<file path="src/design/bms_pkg.sv">
// Package for the block merge sorter: sizes, the cell link record and cell controls.
// No dependencies; every other design file imports it.
`default_nettype none

package bms_pkg;

    localparam int BLOCK_LEN = 64;
    localparam int VAL_W     = 32;
    localparam int CNT_W     = (BLOCK_LEN > 1) ? $clog2(BLOCK_LEN) : 1;

    typedef logic signed [VAL_W-1:0] val_t;

    // what one cell shows to its neighbors
    typedef struct packed {
        val_t value;
        logic valid;
        logic keep;     // cell holds a value <= the value being inserted
    } cell_link_t;

    typedef struct packed {
        logic insert;
        logic shift;
    } cell_ctrl_t;

endpackage

`default_nettype wire

</file>
<file path="src/design/bms_cell.sv">
// One sorter cell: holds one value, inserts in order and shifts left on drain.
// Depends on bms_pkg.
`default_nettype none

module bms_cell
    import bms_pkg::*;
(
    input  wire logic       clk,
    input  wire logic       rst_n,
    input  wire cell_ctrl_t ctrl,
    input  wire val_t       new_value,
    input  wire cell_link_t left,
    input  wire cell_link_t right,
    output cell_link_t      link
);

    val_t value_reg, value_next;
    logic valid_reg, valid_next;
    logic keep;

    assign keep = valid_reg && (value_reg <= new_value);

    always_comb
    begin
        value_next = value_reg;
        valid_next = valid_reg;
        if (ctrl.insert)
        begin
            if (!keep)
            begin
                // left keeps its value: the new one lands here, else take left's
                value_next = left.keep ? new_value : left.value;
                valid_next = left.keep ? 1'b1 : left.valid;
            end
        end
        else if (ctrl.shift)
        begin
            value_next = right.value;
            valid_next = right.valid;
        end
    end

    always_ff @(posedge clk or negedge rst_n)
    begin
        if (!rst_n)
            valid_reg <= 1'b0;
        else
            valid_reg <= valid_next;
    end

    always_ff @(posedge clk)
    begin
        value_reg <= value_next;
    end

    assign link.value = value_reg;
    assign link.valid = valid_reg;
    assign link.keep  = keep;

endmodule

`default_nettype wire

</file>
<file path="config.mk">
export PLATFORM = sky130hd
export DESIGN_NAME = bms_cell
export DESIGN_NICKNAME = d
export VERILOG_FILES = /design/src/design/bms_pkg.sv /design/src/design/bms_cell.sv
export SDC_FILE = /design/constraint.sdc
export NUM_CORES = 1
export LEC_CHECK = 0
export ABC_AREA = 1
export BUFFER_PORTS_ARGS = -buffer_cell sky130_fd_sc_hd__buf_2
export CAP_MARGIN = 0
export CORE_MARGIN = 2
export CORE_UTILIZATION = 49
export CTS_CLUSTER_DIAMETER = 100
export DETAILED_ROUTE_END_ITERATION = 16
export PLACE_DENSITY_LB_ADDON = 0.1
export SLEW_MARGIN = 20
export SYNTH_ARGS = -nofsm -noshare
export SYNTH_HDL_FRONTEND = slang
export SYNTH_SLANG_ARGS = --single-unit
</file>
<file path="constraint.sdc">
create_clock -name clk -period 4.1 [get_ports clk]
set_input_delay 0.82 -clock clk [delete_from_list [all_inputs] [get_ports clk]]
set_output_delay 0.82 -clock clk [all_outputs]
set_load 0.05 [all_outputs]
</file>
## Word-level counts from Yosys, hierarchy flattened

Cells that the tools add are included.

| storage, ports and cells | value |
|---|---|
| register bits after elaboration | 33 |
| input bits | 104 |
| output and inout port bits | 34 |
| logic and storage cells | 15 |

| cells by class | value |
|---|---|
| $lt $le $gt $ge | 1 |
| equal/unequal tests | 1 |
| mux-type cells | 8 |
| reduce and logical (&&, ||, !) cells | 3 |

Operators by type and width:

| kind | count |
|---|---|
| $mux W32 | 4 |
| $le A32 B32 Y1 | 1 |
| $mux W1 | 4 |
| $ne A2 B2 Y1 const B | 1 |
| $reduce_and A2 Y1 | 1 |
| $reduce_bool A2 Y1 | 1 |
| $logic_and A1 B1 Y1 | 1 |

## Logic depth before layout (Yosys ltp)

| logic depth | value |
|---|---|
| word-level depth | 4 |
| gate-level depth with buffers | 19 |
| mapped depth without buffers | 19 |

## Worst setup path before layout

No wires, ideal clock.

| path | value |
|---|---|
| kind | input to register |
| from | in new_value[31] |
| to | reg value_reg[0] (enable) |
| data arrival time | 2.534 ns |
| slack | 1.179 ns |
| stages on the path | 12 |
| buffers on the path | 0 |
| path through | inv_1 -> ha_1 -> a21oi_1 -> o21a_2 -> nand2_2 -> a21oi_2 -> nand2_1 -> nand2_1 -> nand3_2 -> nand3_2 -> nand2_2 -> inv_1 |

| between the ends | value |
|---|---|
| cells in the longest elaborated chain, start to end | 4 |

Ends and longest elaborated chain:

| item | RTL line | RTL |
|---|---|---|
| start, declared | bms_cell.sv:11 | `input wire val_t new_value,` |
| $le A32 B32 Y1 | bms_cell.sv:21 | `assign keep = valid_reg && (value_reg <= new_value);` |
| $logic_and A1 B1 Y1 | bms_cell.sv:21 |  |
| $ne A2 B2 Y1 (no source line) | -- |  |
| $reduce_and A2 Y1 (no source line) | -- |  |
| end signal, assigned | bms_cell.sv:53 | `value_reg <= value_next;` |
| end, declared | bms_cell.sv:17 | `val_t value_reg, value_next;` |

No other way between the ends.
A chain may end at the register's enable or synchronous reset.

==> impl_metrics.json <==
{
  "status": "finished clean",
  "wire_per_inst_um": 12.3,
  "dp_slack_ns": 0.904,
  "core_um2": 5110,
  "rsz0062_at_grt": "no",
  "critical_path_class": "input pin to primary output",
  "cts_num_sinks": 33,
  "synthTopCellsByArea": "edfxtp_1, ha_1, o21ai_0, nand2_1, inv_1",
  "dpl_cell_area_um2": 3300,
  "holdBufCountCts": 0,
  "cap_violations": 0,
  "setup_viol": 0,
  "antenna_found_initial": 0,
  "synth-async-reset-ratio": 0.0303,
  "worst_slew_pin_slew_ns": 1.02,
  "yosysTopAreaCell": "edfxtp_1",
  "swShare": 0.406,
  "dr.pass1.iters": 4,
  "setup_ws_ns": 0.906,
  "grt_pass1_vias": 2647,
  "num_vias": 2649,
  "fin_area_um2": 3380,
  "port-buffer-count": 136,
  "crit_fanout": 2,
  "period_minus_slack_ns": 3.19,
  "clkTransAtPathRegs_ns": 0.07,
  "grt_overflow": 0,
  "max-slew-margin-rel": 0.318,
  "dieHeight_um": 76.6,
  "hold_viol_final": 0,
  "hold_slack_ns": 0.301,
  "period_share": 0.779,
  "final_util": 0.661,
  "worst_ep_required_time_ns": 3.28,
  "antenna_cells": 0,
  "grt_pass1_wl_um": 11300,
  "synth.distinct_cells": 24,
  "place_hpwl_um": 5000,
  "dieArea_um2": 5870,
  "ir_worst_vdd_mv": 0.195,
  "min_path_type": "input pin to asynchronous set/reset pin",
  "arrival_ns": 2.37,
  "cp.buffers_inverters": 4,
  "setup_tns_ns": 0,
  "cts_buffers": 5,
  "power.internal_uw": 693,
  "leakagePower_nw": 1.81,
  "vias_per_cell": 4.92,
  "syn2layout_area_growth_pct": 30.8,
  "cts_setup_buffers": 0,
  "synthTopCellsByCount": "nand2_1, o21ai_0, inv_1",
  "slowest_stage": "ha_1",
  "insertion_delay_ns": 0.28,
  "ys_seq_elements": 33,
  "crit_family": "simple AND/OR/NAND/NOR gates",
  "synth_edf_count": 32,
  "seqPwrFrac": 0.389,
  "slew_violations": 0,
  "synth.most_common_cell": "nand2_1",
  "comb_power_share": 0.415,
  "rrSetupSlack_ns": 1.86,
  "io-pin-count": 138,
  "skew_ns": 0.00360,
  "final_nets": 604,
  "wirelength_met1_um": 2810,
  "r2r_start": "value_reg[5]$_DFFE_PP_",
  "max_freq_mhz": 313,
  "grt_max_degree": 37,
  "cp-startpoint": "new_value[5]",
  "yosys_warnings": 0,
  "antenna_left": 0,
  "clockBufferDepth": 2,
  "p_total_mw": 1.17,
  "syn_nets": 473,
  "die_w_um": 76.6,
  "totalWireLength_um": 6600,
  "maxUsedRoutingLayer": "met4",
  "start_util": 0.506,
  "slowest_delay_ns": 0.30,
  "crit_top_cell": "nand2_1",
  "drt_iter0_markers": 86,
  "fin_cells": 538,
  "synth.top_cell.area_share": 0.372,
  "path_cells": "buf_2 > inv_1 > ha_1 > a21oi_1 > nor2_1 > nor2_1 > nand2_1 > nand2_1 > nand2_1 > nand2_1 > nand3_1 > nand3_2 > nand2_1 > inv_1 > buf_2",
  "nFillCells": 436,
  "clkPwrFrac": 0.197,
  "drive_above_1_share": 0.338,
  "syn_area_um2": 2580,
  "root_buffer": "clkbuf_8",
  "rows": 26,
  "yosysSeqAreaShare": 0.382,
  "cp-start-kind": "input pin",
  "gp_congestion": 0.745,
  "drc": 0,
  "avgSynthCellArea_um2": 7.66,
  "numPlacedInstances": 531,
  "track_usage": 0.236,
  "cts_resized": 0,
  "synth_ff_type": "edfxtp_1",
  "p_per_area_nw_per_um2": 345,
  "cts_tree": "yes",
  "cp-end-kind": "primary output",
  "power.switching_uw": 473,
  "htree_levels": 2,
  "synthCells": 337,
  "dr_wl_met3_um": 471,
  "wl_met2_um": 3260,
  "largest_reg_flops": 32
}
[cell families (layout without fill, tap and decap cells)]
kind of cell               Yosys count  count (layout)  synth area share
and+or+nand+nor                    127             127             0.201
AOI/OAI and AO/OA                   84              84             0.168
buffers and inverters               61             192            0.0945
DFF                                 33              33             0.382
adders and majority gates           32              32             0.155
[cell usage in the layout (no fill, tap or decap), types with 3 or more instances in the layout]
cell and n:
nand3_1 3, clkinv_1 3, o21ai_0 63, buf_4 3, nor2_1 41, clkbuf_8 5, o21ai_1 4, edfxtp_1 32
inv_2 3, nand2_1 73, inv_1 41, nand2_2 4, buf_2 136, a21oi_1 13, ha_1 32
[final cells by class]
cell class              instances  area (um^2)  area share
flip-flops and latches         33          986       0.292
clock buffers                   6         72.6      0.0215
clock inverters                 1         3.75     0.00111
repair buffers                139          703       0.208
inverters                      46          173      0.0511
well taps                      70         87.6      0.0259
multi-input cells             243         1350       0.400
[metal layers]
metal,vias up,global-route usage
li1,1373,-
met5,-,0
met4,0,0.0618
met2,107,0.422
met1,1163,0.283
met3,6,0.0557
[power by group through the flow]
stage	Sequential, mW	Clock, mW	Combinational, mW
finish	0.453	0.229	0.483
global route	0.459	0.249	0.535
CTS	0.453	0.236	0.488
detailed placement	0.461	0	0.486
global placement	0.458	0	0.475
floorplan	0.612	0	0.194
[worst paths after layout]
kind | cells after the start | to
worst max register to register | 15 | value_reg[27]$_DFFE_PP_
max in group asynchronous | 1 | valid_reg$_DFFE_PN0P_
worst min-delay path | 1 | valid_reg$_DFFE_PN0P_
worst min register to register | 2 | valid_reg$_DFFE_PN0P_
min in group clk | 2 | valid_reg$_DFFE_PN0P_
worst max-delay path | 15 | link[0]
(Power assumes the default switching activity.)
